### src/sv/tset_pkg.sv
// Package for the time sorted event table.
// Holds field widths, operation, status and move codes, and the broadcast
// operation struct. Depends on nothing.
package tset_pkg;

	localparam int KEY_W = 48;
	localparam int ID_W  = 16;
	localparam int POS_W = 8;
	localparam int CNT_W = 9;

	localparam logic [1:0] FN_INS = 2'd0;
	localparam logic [1:0] FN_DEL = 2'd1;
	localparam logic [1:0] FN_UPD = 2'd2;
	localparam logic [1:0] FN_NOP = 2'd3;

	localparam logic [1:0] STS_OK        = 2'd0;
	localparam logic [1:0] STS_FULL      = 2'd1;
	localparam logic [1:0] STS_NOT_FOUND = 2'd2;
	localparam logic [1:0] STS_RANGE     = 2'd3;

	typedef enum logic [1:0] {
		MV_HOLD,
		MV_LEFT,
		MV_RIGHT,
		MV_NEW
	} move_t;

	typedef struct packed {
		logic [1:0]       func;
		logic [KEY_W-1:0] key;
		logic [ID_W-1:0]  tid;
		logic [POS_W-1:0] pos;
		logic             en;
	} op_t;

endpackage

### src/sv/tset_cell.sv
// One slot of the sorted table: holds a key and an id, compares them with
// the broadcast operation and moves data to or from its neighbors.
// Depends on tset_pkg.
module tset_cell import tset_pkg::*; #(
	parameter int TABLE_DEPTH = 256,
	parameter int IDX = 0,
	localparam int CW = $clog2(TABLE_DEPTH + 1)
) (
	input  logic             clk,
	input  op_t              op,
	input  logic [CW-1:0]    cnt,
	input  logic             cmp_en,
	input  logic             apply_en,
	input  logic             f_l,
	input  logic             f_r,
	input  logic             pre,
	input  logic             pre_l,
	input  logic [ID_W-1:0]  new_id,
	input  logic [KEY_W-1:0] left_key,
	input  logic [ID_W-1:0]  left_id,
	input  logic [KEY_W-1:0] right_key,
	input  logic [ID_W-1:0]  right_id,
	output logic [KEY_W-1:0] key,
	output logic [ID_W-1:0]  id,
	output logic             flag,
	output logic             hit
);

	logic [KEY_W-1:0] key_q;
	logic [ID_W-1:0]  id_q;
	logic             flag_q;
	logic             flag_d;
	logic             valid;
	logic             lt_pos;
	logic             is_pos;
	move_t            mv;

	assign valid  = 32'(IDX) < 32'(cnt);
	assign lt_pos = 32'(IDX) < 32'(op.pos);
	assign is_pos = 32'(IDX) == 32'(op.pos);

	always_comb begin
		unique case (op.func)
			FN_INS: flag_d = valid && !(key_q > op.key);
			FN_DEL: flag_d = valid && (id_q == op.tid);
			FN_UPD: flag_d = valid && !is_pos &&
				(lt_pos ? (key_q <= op.key) : (key_q < op.key));
			default: flag_d = 1'b0;
		endcase
	end

	always_comb begin
		mv = MV_HOLD;
		if (op.en) begin
			unique case (op.func)
				FN_INS: begin
					if (!flag_q) mv = f_l ? MV_NEW : MV_LEFT;
				end
				FN_DEL: begin
					if (pre) mv = MV_RIGHT;
				end
				FN_UPD: begin
					if (lt_pos) begin
						if (!flag_q) mv = f_l ? MV_NEW : MV_LEFT;
					end else if (is_pos) begin
						if (!f_l) mv = MV_LEFT;
						else if (f_r) mv = MV_RIGHT;
						else mv = MV_NEW;
					end else begin
						if (flag_q) mv = f_r ? MV_RIGHT : MV_NEW;
					end
				end
				default: mv = MV_HOLD;
			endcase
		end
	end

	always_ff @(posedge clk) begin
		if (cmp_en) flag_q <= flag_d;
		if (apply_en) begin
			unique case (mv)
				MV_LEFT: begin
					key_q <= left_key;
					id_q  <= left_id;
				end
				MV_RIGHT: begin
					key_q <= right_key;
					id_q  <= right_id;
				end
				MV_NEW: begin
					key_q <= op.key;
					id_q  <= new_id;
				end
				default: begin
					key_q <= key_q;
					id_q  <= id_q;
				end
			endcase
		end
	end

	assign key  = key_q;
	assign id   = id_q;
	assign flag = flag_q;
	assign hit  = (op.func == FN_DEL) ? (pre && !pre_l) : (mv == MV_NEW);

endmodule

### config.mk
export PLATFORM = sky130hd
export DESIGN_NAME = tset_cell
export DESIGN_NICKNAME = d
export VERILOG_FILES = /design/src/sv/tset_pkg.sv /design/src/sv/tset_cell.sv
export SDC_FILE = /design/constraint.sdc
export NUM_CORES = 1
export LEC_CHECK = 0
export BUFFER_PORTS_ARGS = -buffer_cell sky130_fd_sc_hd__clkbuf_2
export CAP_MARGIN = 15
export CORE_AREA = 2 2 117 119
export CTS_CLUSTER_SIZE = 8
export DETAILED_ROUTE_END_ITERATION = 10
export DIE_AREA = 0 0 119 121
export PLACE_DENSITY_LB_ADDON = 0.1
export SLEW_MARGIN = 20
export SYNTH_ARGS = -nofsm -noshare
export SYNTH_HDL_FRONTEND = slang
export SYNTH_SLANG_ARGS = --single-unit
### constraint.sdc
create_clock -name clk -period 8.8 [get_ports clk]
set_clock_uncertainty 0.1 [all_clocks]
set_input_delay 1.76 -clock clk [delete_from_list [all_inputs] [get_ports clk]]
set_output_delay 1.76 -clock clk [all_outputs]
set_load 0.005 [all_outputs]
==> results.ini, run 1 <==
[critical_path]
r2r_end = flag
cp.arrival_ns = 3.06
reg2regPathDepth = 7
endpoint_kind = primary output
cp-start-kind = input pin
crit-reg2reg-launch = key[47]
rrSetupSlack_ns = 6.06
slowest_stage = nor4b_4
cp.required_ns = 6.94
crit_type = in2out
crit_path_cell_trace = clkbuf_2 > nor4b_4 > nand3_2 > a21oi_2 > o2111a_2 > o21bai_1 > clkbuf_2
critPathMaxStageDelay_ns = 0.28
crit_path_frequent_cell = clkbuf_2
crit_fanout = 4

[clocking]
clockBufferDepth = 2
cts_buffers = 9
clockRootBuffer = clkbuf_16
htree_levels = 3
cts_resized = 0
clk_latency_ns = 0.32
ctsHoldBuffers = 0
clkTransAtPathRegs_ns = 0.05
cts_tree = yes
clock-sinks = 65
cts_setup_buffers = 0

[timing]
drv_slew = 0
fmax_ghz = 0.203
worst_pin_slew_ns = 0.862
fin_ws_ns = 3.88
rsz0062_at_grt = no
post-route-period-util = 0.559
timing.hold.ws_ns = 1.12
finalHoldViolCount = 0
finalCriticalPeriod_ns = 4.92
setup_violations = 0
relSlewSlack = 0.425
setup_tns_ns = 0

[logic_synthesis]
syn_nets = 716
synth.ff_latch_count = 65
synth.cell_area_um2 = 4710
ys_types = 41
yosysSeqAreaShare = 0.414
yosysWarnings = 0
syn_area_per_cell_um2 = 10.9
synthCells = 433

[cells_and_area]
mostFrequentLayoutCells = clkbuf_2, a21o_1, edfxtp_1, a22o_1, inv_1
fillers = 1253
syn_to_final_growth_pct = 39.3
n_antenna_cell = 0
final_common_cell = clkbuf_2
nets = 1011
final_layout_size_suffix_gt1_frac = 0.443
utilization = 0.502

[detailed_routing]
drt_iter0_markers = 113
totalWireLength_mm = 15.0
met1Wirelength_mm = 5.86
routed-wl-met2_mm = 7.73
wl_per_cell_um = 16.5
wl_met3_mm = 1.14
drcViolationCount = 0
postRouteAntennaNets = 0
num_vias = 4559
routed_via_density = 5.04
drt_pre_antenna_iters = 4
highest_layer = met4

[hold_path]
min_to = flag
hold_path_startpoint = key[1]
min_path_type = reg2reg
hold_depth = 5

[power]
leakagePower_nw = 3.73
p_per_area_nw_per_um2 = 130
peakVddDrop_mv = 0.0712
p_total_mw = 0.855

[place]
dp_slack_ns = 3.86
routabilityCongestion = 0.782
dp.final_hpwl_mm = 12.0
port_buffers = 300

[run_status]
outcome = completed

[global_route]
grt_pass1_vias = 4628
grt_pass1_wl_mm = 22.8
antenna_found_initial = 0
grt_util_all_layers = 0.203
grt_start_max_net_pins = 67
grt.overflow.total = 0

[die]
die_w_um = 119
die_h_um = 121
num_io_pins = 301
rows = 42
core_um2 = 13100
initial_utilization = 0.360
dieArea_um2 = 14400

[job]
drv_cap = 0

area by class of cell:
| class | count | area (µm²) | area share |
|---|---|---|---|
| Sequential cell | 65 | 1950 | 0.297 |
| Multi-Input combinational cell | 293 | 2420 | 0.368 |
| Timing Repair Buffer | 304 | 1530 | 0.233 |
| Inverter | 55 | 206 | 0.0314 |
| Tap cell | 176 | 220 | 0.0335 |
| Clock buffer | 10 | 229 | 0.0349 |
| Clock inverter | 2 | 10.0 | 0.00152 |
cells by family (layout without fill, tap and decap cells):
logic type,after synthesis,count (layout),synth area share
compound gates,173,173,0.283
buf+inv,75,371,0.0791
flops,65,65,0.414
fa+ha+maj,48,48,0.127
xor+xnor,16,16,0.0297
simple gates,56,56,0.0669
Yosys cell counts (all sizes together):
cell type / instances / area, µm²
o32ai: 1 / 8.76
nand2: 14 / 52.6
nand3b: 1 / 7.51
a211oi: 2 / 15.0
o31a: 1 / 8.76
nor4b: 1 / 23.8
a22o: 64 / 561
a2bb2oi: 1 / 8.76
buf: 19 / 163
a2111o: 1 / 11.3
o21bai: 1 / 7.51
a21boi: 2 / 15.0
o211a: 1 / 10.0
or4: 1 / 7.51
nor3: 3 / 15.0
clkbuf: 1 / 3.75
a221oi: 3 / 26.3
a21oi: 20 / 104
a21o: 66 / 495
ha: 48 / 601
edfxtp: 65 / 1950
or2: 1 / 6.26
nand4: 11 / 68.8
o21ai: 6 / 30.0
inv: 55 / 206
o22ai: 1 / 6.26
xor2: 16 / 140
nand4b: 1 / 8.76
o211ai: 1 / 7.51
a31oi: 1 / 6.26
nor2b: 1 / 6.26
nand3: 7 / 40.0
nor4: 8 / 50.1
o2111a: 1 / 11.3
nor2: 7 / 28.8
registers in the layout, summed over array words and instances, names as in the netlist:
register / count
key: 48
id: 16
flag: 1
where the power goes:
group	switching, mW	leakage (nW)	internal, mW
Sequential	0.00748	0.597	0.360
Clock	0.120	0.120	0.183
Combinational	0.0861	3.01	0.0979
Total	0.214	3.73	0.641
worst max-delay path, delay by kind of cell:
family | cells | cell delay, ns
buf+inv | 2 | 0.23
compound gates | 3 | 0.62
simple gates | 2 | 0.44
metrics by stage:
stage	std cells	area [µm²]
after global placement	893	6330
after detailed placement	893	6330
after global routing	905	6570
after floorplan	433	4710
after CTS	905	6570
final	905	6570
worst max-delay path by stage:
stage / from / endpoint / slack (ns)
2_1_floorplan: op[6] / id[0] / 0.67
3_3_place_gp: op[6] / hit / 3.96
3_5_place_dp: op[6] / hit / 3.86
4_1_cts: op[6] / hit / 3.86
5_1_grt: op[6] / hit / 3.80
6_report: op[6] / hit / 3.88
metal layers:
layer,vias to the layer above,GRT usage
li1,2248,-
met1,2094,0.230
met2,199,0.375
met3,18,0.0526
met4,0,0.0543
met5,-,0
Note: power is estimated with default switching activity, not from simulation.
==> run 2: changes to the inputs <==
Settings changed: CORE_AREA 2 2 117 119 to unset, CORE_ASPECT_RATIO set to 0.7, CORE_MARGIN set to 2, CORE_UTILIZATION set to 39, DIE_AREA 0 0 119 121 to unset.
Clock period 8.8 ns to 4.2 ns, I/O delays scaled along.
==> run 2 against run 1 <==
Against the previous run:
- die area down 9.8%
- core utilization up 6.2 points
- first-iteration DRC count up 43%
- worst hold slack worse by 0.49 ns
- critical endpoint unchanged
- critical path depth unchanged
- final area up 0.67%
==> results.ini, run 2 (synthesis gave the netlist of run 1 again) <==
[run_status]
outcome = completed

[critical_path]
r2r_end = flag
crit_fanout = 5  ; +1
crit-reg2reg-launch = key[25]
endpoint_kind = primary output
cp.arrival_ns = 2.12  ; -0.94 ns
cp.required_ns = 3.26  ; -3.68 ns
crit_path_cell_trace = clkbuf_2 > nor4b_4 > nand3_2 > a21oi_2 > o2111a_2 > o21bai_1 > clkbuf_2
critPathMaxStageDelay_ns = 0.27  ; about the same
crit_path_frequent_cell = clkbuf_2
cp-start-kind = input pin
crit_type = in2out
slowest_stage = a21oi_2
reg2regPathDepth = 7  ; unchanged
rrSetupSlack_ns = 1.64  ; -4.42 ns

[die]
num_io_pins = 301  ; unchanged
core_um2 = 11700  ; -10%
die_h_um = 96.0  ; -21%
initial_utilization = 0.402  ; +0.0417
die_w_um = 135  ; +14%
rows = 33  ; -21%
dieArea_um2 = 13000  ; -9.8%

[detailed_routing]
routed_via_density = 5.22  ; +3.5%
num_vias = 4647  ; +1.9%
highest_layer = met4
drt_pre_antenna_iters = 4  ; unchanged
routed-wl-met2_mm = 7.43  ; -3.8%
met1Wirelength_mm = 7.00  ; +19%
totalWireLength_mm = 15.8  ; +5.8%
drt_iter0_markers = 162  ; +43%
wl_met3_mm = 1.28  ; +13%
postRouteAntennaNets = 0  ; unchanged
wl_per_cell_um = 17.8  ; +7.5%
drcViolationCount = 0  ; unchanged

[clocking]
clk_latency_ns = 0.33  ; about the same
clkTransAtPathRegs_ns = 0.05  ; about the same
cts_buffers = 9  ; unchanged
htree_levels = 3  ; unchanged
ctsHoldBuffers = 0  ; unchanged
clockRootBuffer = clkbuf_16
cts_setup_buffers = 0  ; unchanged
cts_tree = yes
clock-sinks = 65  ; unchanged
cts_resized = 0  ; unchanged
clockBufferDepth = 2  ; unchanged

[power]
p_per_area_nw_per_um2 = 286  ; +120%
p_sw_mw = 0.480  ; +120%
intPower_mw = 1.41  ; +120%
pwr-share-seq = 0.407  ; -0.023
leakagePower_nw = 3.75  ; +0.60%
switching_share = 0.254  ; +0.00343
p_comb_frac = 0.208  ; -0.007
peakVddDrop_mv = 0.197  ; +180%
p_clk_frac = 0.385  ; +0.030

[cells_and_area]
nets = 1012  ; +0.099%
syn_to_final_growth_pct = 40.2
final_area_um2 = 6610  ; +0.67%
mostFrequentLayoutCells = clkbuf_2, a21o_1, edfxtp_1, a22o_1, inv_1
largest_reg_flops = 48  ; unchanged
final_layout_size_suffix_gt1_frac = 0.444  ; +0.00107
final_common_cell = clkbuf_2
n_antenna_cell = 0  ; unchanged
utilization = 0.564  ; +0.0619
fillers = 1127  ; -10%
final_cells = 891  ; -1.5%

[global_route]
antenna_found_initial = 0  ; unchanged
grt_util_all_layers = 0.236  ; +0.0332
grt_pass1_wl_mm = 23.4  ; +2.7%
grt_pass1_vias = 4586  ; -0.91%
grt_start_max_net_pins = 65  ; -3.0%
grt.overflow.total = 0  ; unchanged

[timing]
drv_slew = 0  ; unchanged
fmax_ghz = 0.327
rsz0062_at_grt = no
finalCriticalPeriod_ns = 3.06
worst_pin_slew_ns = 0.745  ; -0.117 ns
post-route-period-util = 0.728
relSlewSlack = 0.503  ; +0.0779
setup_tns_ns = 0  ; unchanged
finalHoldViolCount = 0  ; unchanged
setup_violations = 0  ; unchanged

[job]
drv_cap = 0  ; unchanged

[hold_path]
hold_path_startpoint = cmp_en
hold_depth = 1  ; -4
min_to = flag
min_path_type = in2reg

[place]
dpl_cell_area_um2 = 6320  ; about the same
dp.final_hpwl_mm = 12.8  ; +6.7%
routabilityCongestion = 0.848  ; +8.4%
placed_cells = 875  ; -2.0%
port_buffers = 300  ; unchanged

==> run 2: cell type report <==
cell class	instances	area (µm²)	share of cell area
clock buffers	9	225	0.0341
clock inverters	7	61.3	0.00928
inverters	55	206	0.0312
multi-input cells	293	2420	0.366
flip-flops and latches	65	1950	0.295
well taps	157	196	0.0297
repair buffers	305	1550	0.235
==> run 2: worst max path at each step <==
stage | start | end | slack, ns | depth (start not counted)
global route | op[74] | hit | 1.05 | 7
floorplan | op[6] | id[0] | 0.07 | 7
finish | op[74] | hit | 1.14 | 7
detailed placement | op[51] | flag | 1.06 | 9
CTS | op[6] | hit | 1.15 | 7
global placement | op[51] | flag | 1.14 | 9
==> run 2: layer usage <==
metal / global-route usage / up-vias
met5: 0 / -
met4: 0.0417 / 0
met3: 0.0679 / 12
met2: 0.389 / 211
met1: 0.315 / 2172
li1: - / 2252
==> run 2: metrics by stage <==
stage / hold slack, ns / power [mW] / worst slack, ns
2_1_floorplan: 0.852 / 0.978 / 0.0659
3_3_place_gp: 0.947 / 1.17 / 1.14
3_5_place_dp: 0.958 / 1.18 / 1.06
4_1_cts: 0.618 / 1.91 / 1.15
5_1_grt: 0.619 / 1.98 / 1.05
6_report: 0.624 / 1.89 / 1.14
==> run 2: worst max-delay path, delay by kind of cell <==
kind	cells	cell delay (ns)
AND/OR/NAND/NOR	2	0.38
AO/OA/AOI/OAI	3	0.62
buffers and inverters	2	0.28
==> run 2: power by group through the flow <==
stage	combinational [mW]	sequential, mW	clock [mW]
finish	0.394	0.770	0.728
global route	0.441	0.773	0.771
CTS	0.398	0.770	0.742
detailed placement	0.394	0.783	0
global placement	0.386	0.782	0
floorplan	0.195	0.784	0
==> run 3: changes to the inputs <==
Clock period 4.2 ns to 2.5 ns, I/O delays scaled along.
==> run 3 against run 2 <==
Against the previous run:
- sequential share of layout area is 1.3 points lower
- clock power is 65% higher
- final cell count grew 2.4%
- combinational power increased by 78%
- via count decreased by 0.37%
- sequential power increased by 68%
- worst hold slack got worse by 0.35 ns
- core utilization rose by 2.6 points
- flip-flop and latch count unchanged
- worst setup slack lost 1.0 ns
- critical endpoint is now flag
==> results.ini, run 3 (synthesis gave the netlist of run 1 again) <==
[run_status]
outcome = completed

[hold_path]
hold_depth = 1  ; unchanged
min_path_type = in2reg

[detailed_routing]
postRouteAntennaNets = 0  ; unchanged
wl_per_cell_um = 16.6  ; -6.6%
drt_iter0_markers = 215  ; +33%
num_vias = 4630  ; -0.37%
totalWireLength_mm = 15.1  ; -4.4%
routed_via_density = 5.08  ; -2.7%
drcViolationCount = 0  ; unchanged
drt_pre_antenna_iters = 4  ; unchanged

[die]
die_h_um = 96.0  ; unchanged
core_um2 = 11700  ; unchanged
num_io_pins = 301  ; unchanged
dieArea_um2 = 13000  ; unchanged
initial_utilization = 0.402  ; unchanged
rows = 33  ; unchanged
die_w_um = 135  ; unchanged

[cells_and_area]
mostFrequentLayoutCells = clkbuf_2, a21o_1, edfxtp_1, a22o_1, inv_1
syn_to_final_growth_pct = 46.7
fillers = 1075  ; -4.6%
final_common_cell = clkbuf_2
final_area_um2 = 6920  ; +4.6%
ff_latch_area_um2 = 1950  ; unchanged
final_layout_size_suffix_gt1_frac = 0.469  ; +0.0247
n_antenna_cell = 0  ; unchanged
nets = 1034  ; +2.2%
multi_input_area_um2 = 2480  ; +2.6%
largest_reg_flops = 48  ; unchanged

[clocking]
htree_levels = 3  ; unchanged
clock-sinks = 65  ; unchanged
clk_latency_ns = 0.33  ; about the same
clockRootBuffer = clkbuf_16
clockBufferDepth = 2  ; unchanged
cts_tree = yes
clkTransAtPathRegs_ns = 0.05  ; about the same
cts_buffers = 9  ; unchanged

[critical_path]
crit_fanout = 2  ; -3
cp.required_ns = 2.48  ; -0.78 ns
crit_type = reg2reg
cp.arrival_ns = 2.37  ; +0.25 ns
endpoint_kind = flop
reg2regPathDepth = 8  ; +1
cp-start-kind = flop

[timing]
rsz0062_at_grt = no
finalHoldViolCount = 0  ; unchanged
setup_violations = 0  ; unchanged
relSlewSlack = 0.657  ; +0.154
fmax_ghz = 0.419
fin_ws_ns = 0.111  ; -1.03 ns
drv_slew = 0  ; unchanged
finalCriticalPeriod_ns = 2.39
post-route-period-util = 0.955
worst_pin_slew_ns = 0.509  ; -0.236 ns
timing.hold.ws_ns = 0.273  ; -0.352 ns

[global_route]
grt.overflow.total = 0  ; unchanged
grt_start_max_net_pins = 37  ; -43%
antenna_found_initial = 0  ; unchanged
grt_pass1_wl_mm = 22.2  ; -5.2%
grt_pass1_vias = 4486  ; -2.2%
grt_util_all_layers = 0.224  ; -0.0118

[power]
peakVddDrop_mv = 0.275  ; +39%
p_per_area_nw_per_um2 = 462  ; +61%
leakagePower_nw = 3.90  ; +3.9%

[place]
dp_slack_ns = -0.304  ; -1.36 ns
dpl_cell_area_um2 = 6550  ; +3.5%
port_buffers = 300  ; unchanged
dp.final_hpwl_mm = 12.5  ; -2.7%
routabilityCongestion = 0.781  ; -7.9%

[job]
drv_cap = 0  ; unchanged

-- run 3: per-layer routing --
metal | track usage | vias up | wire [µm]
met2 | 0.377 | 187 | 7190
li1 | - | 2293 | -
met4 | 0.0616 | 0 | 161
met1 | 0.291 | 2140 | 6700
met3 | 0.0553 | 10 | 1070
met5 | 0 | - | 0
-- run 3: worst paths after layout --
check,from,end,slack (ns)
worst max register to register,key[43],flag,0.11
worst min-delay path,cmp_en,flag,0.27
worst max-delay path,key[43],flag,0.11
worst min register to register,flag,key[2],1.02
-- run 3: metrics by stage --
step	setup TNS, ns	power (mW)	utilization	std cells
floorplan	-37.53	1.65	-	433
global placement	-0.167	1.99	0.558	893
detailed placement	-0.304	2.00	0.558	893
CTS	0	3.21	0.582	908
global route	0	3.34	0.590	912
finish	0	3.19	0.590	912
-- run 3: timing repair --
| item | in CTS | in global routing |
|---|---|---|
| hold buffers | 0 | 0 |
| resized for setup | 1 | 6 |
| setup buffers | 0 | 4 |
| pin swaps | 1 | 5 |
| endpoints found under the setup margin | 1 | 2 |
-- run 3: cell type report --
class / count / area share
timing repair buffer: 327 / 0.261
clock buffer: 10 / 0.0331
clock inverter: 5 / 0.00687
multi-input combinational: 293 / 0.359
inverter: 55 / 0.0298
sequential: 65 / 0.282
tap: 157 / 0.0284
-- run 3: critical path: stages (launching register included) --
cell      delay (ns)
edfxtp_1        0.41
ha_1            0.33
nand4_1         0.16
nor4_2          0.34
buf_4           0.17
nand3_1         0.09
a21oi_1         0.16
nor4_1          0.08
o31a_1          0.29
-- run 3: power breakdown --
| group | internal, mW | switching, mW |
|---|---|---|
| clock | 0.755 | 0.444 |
| combinational | 0.382 | 0.319 |
| sequential | 1.27 | 0.0268 |
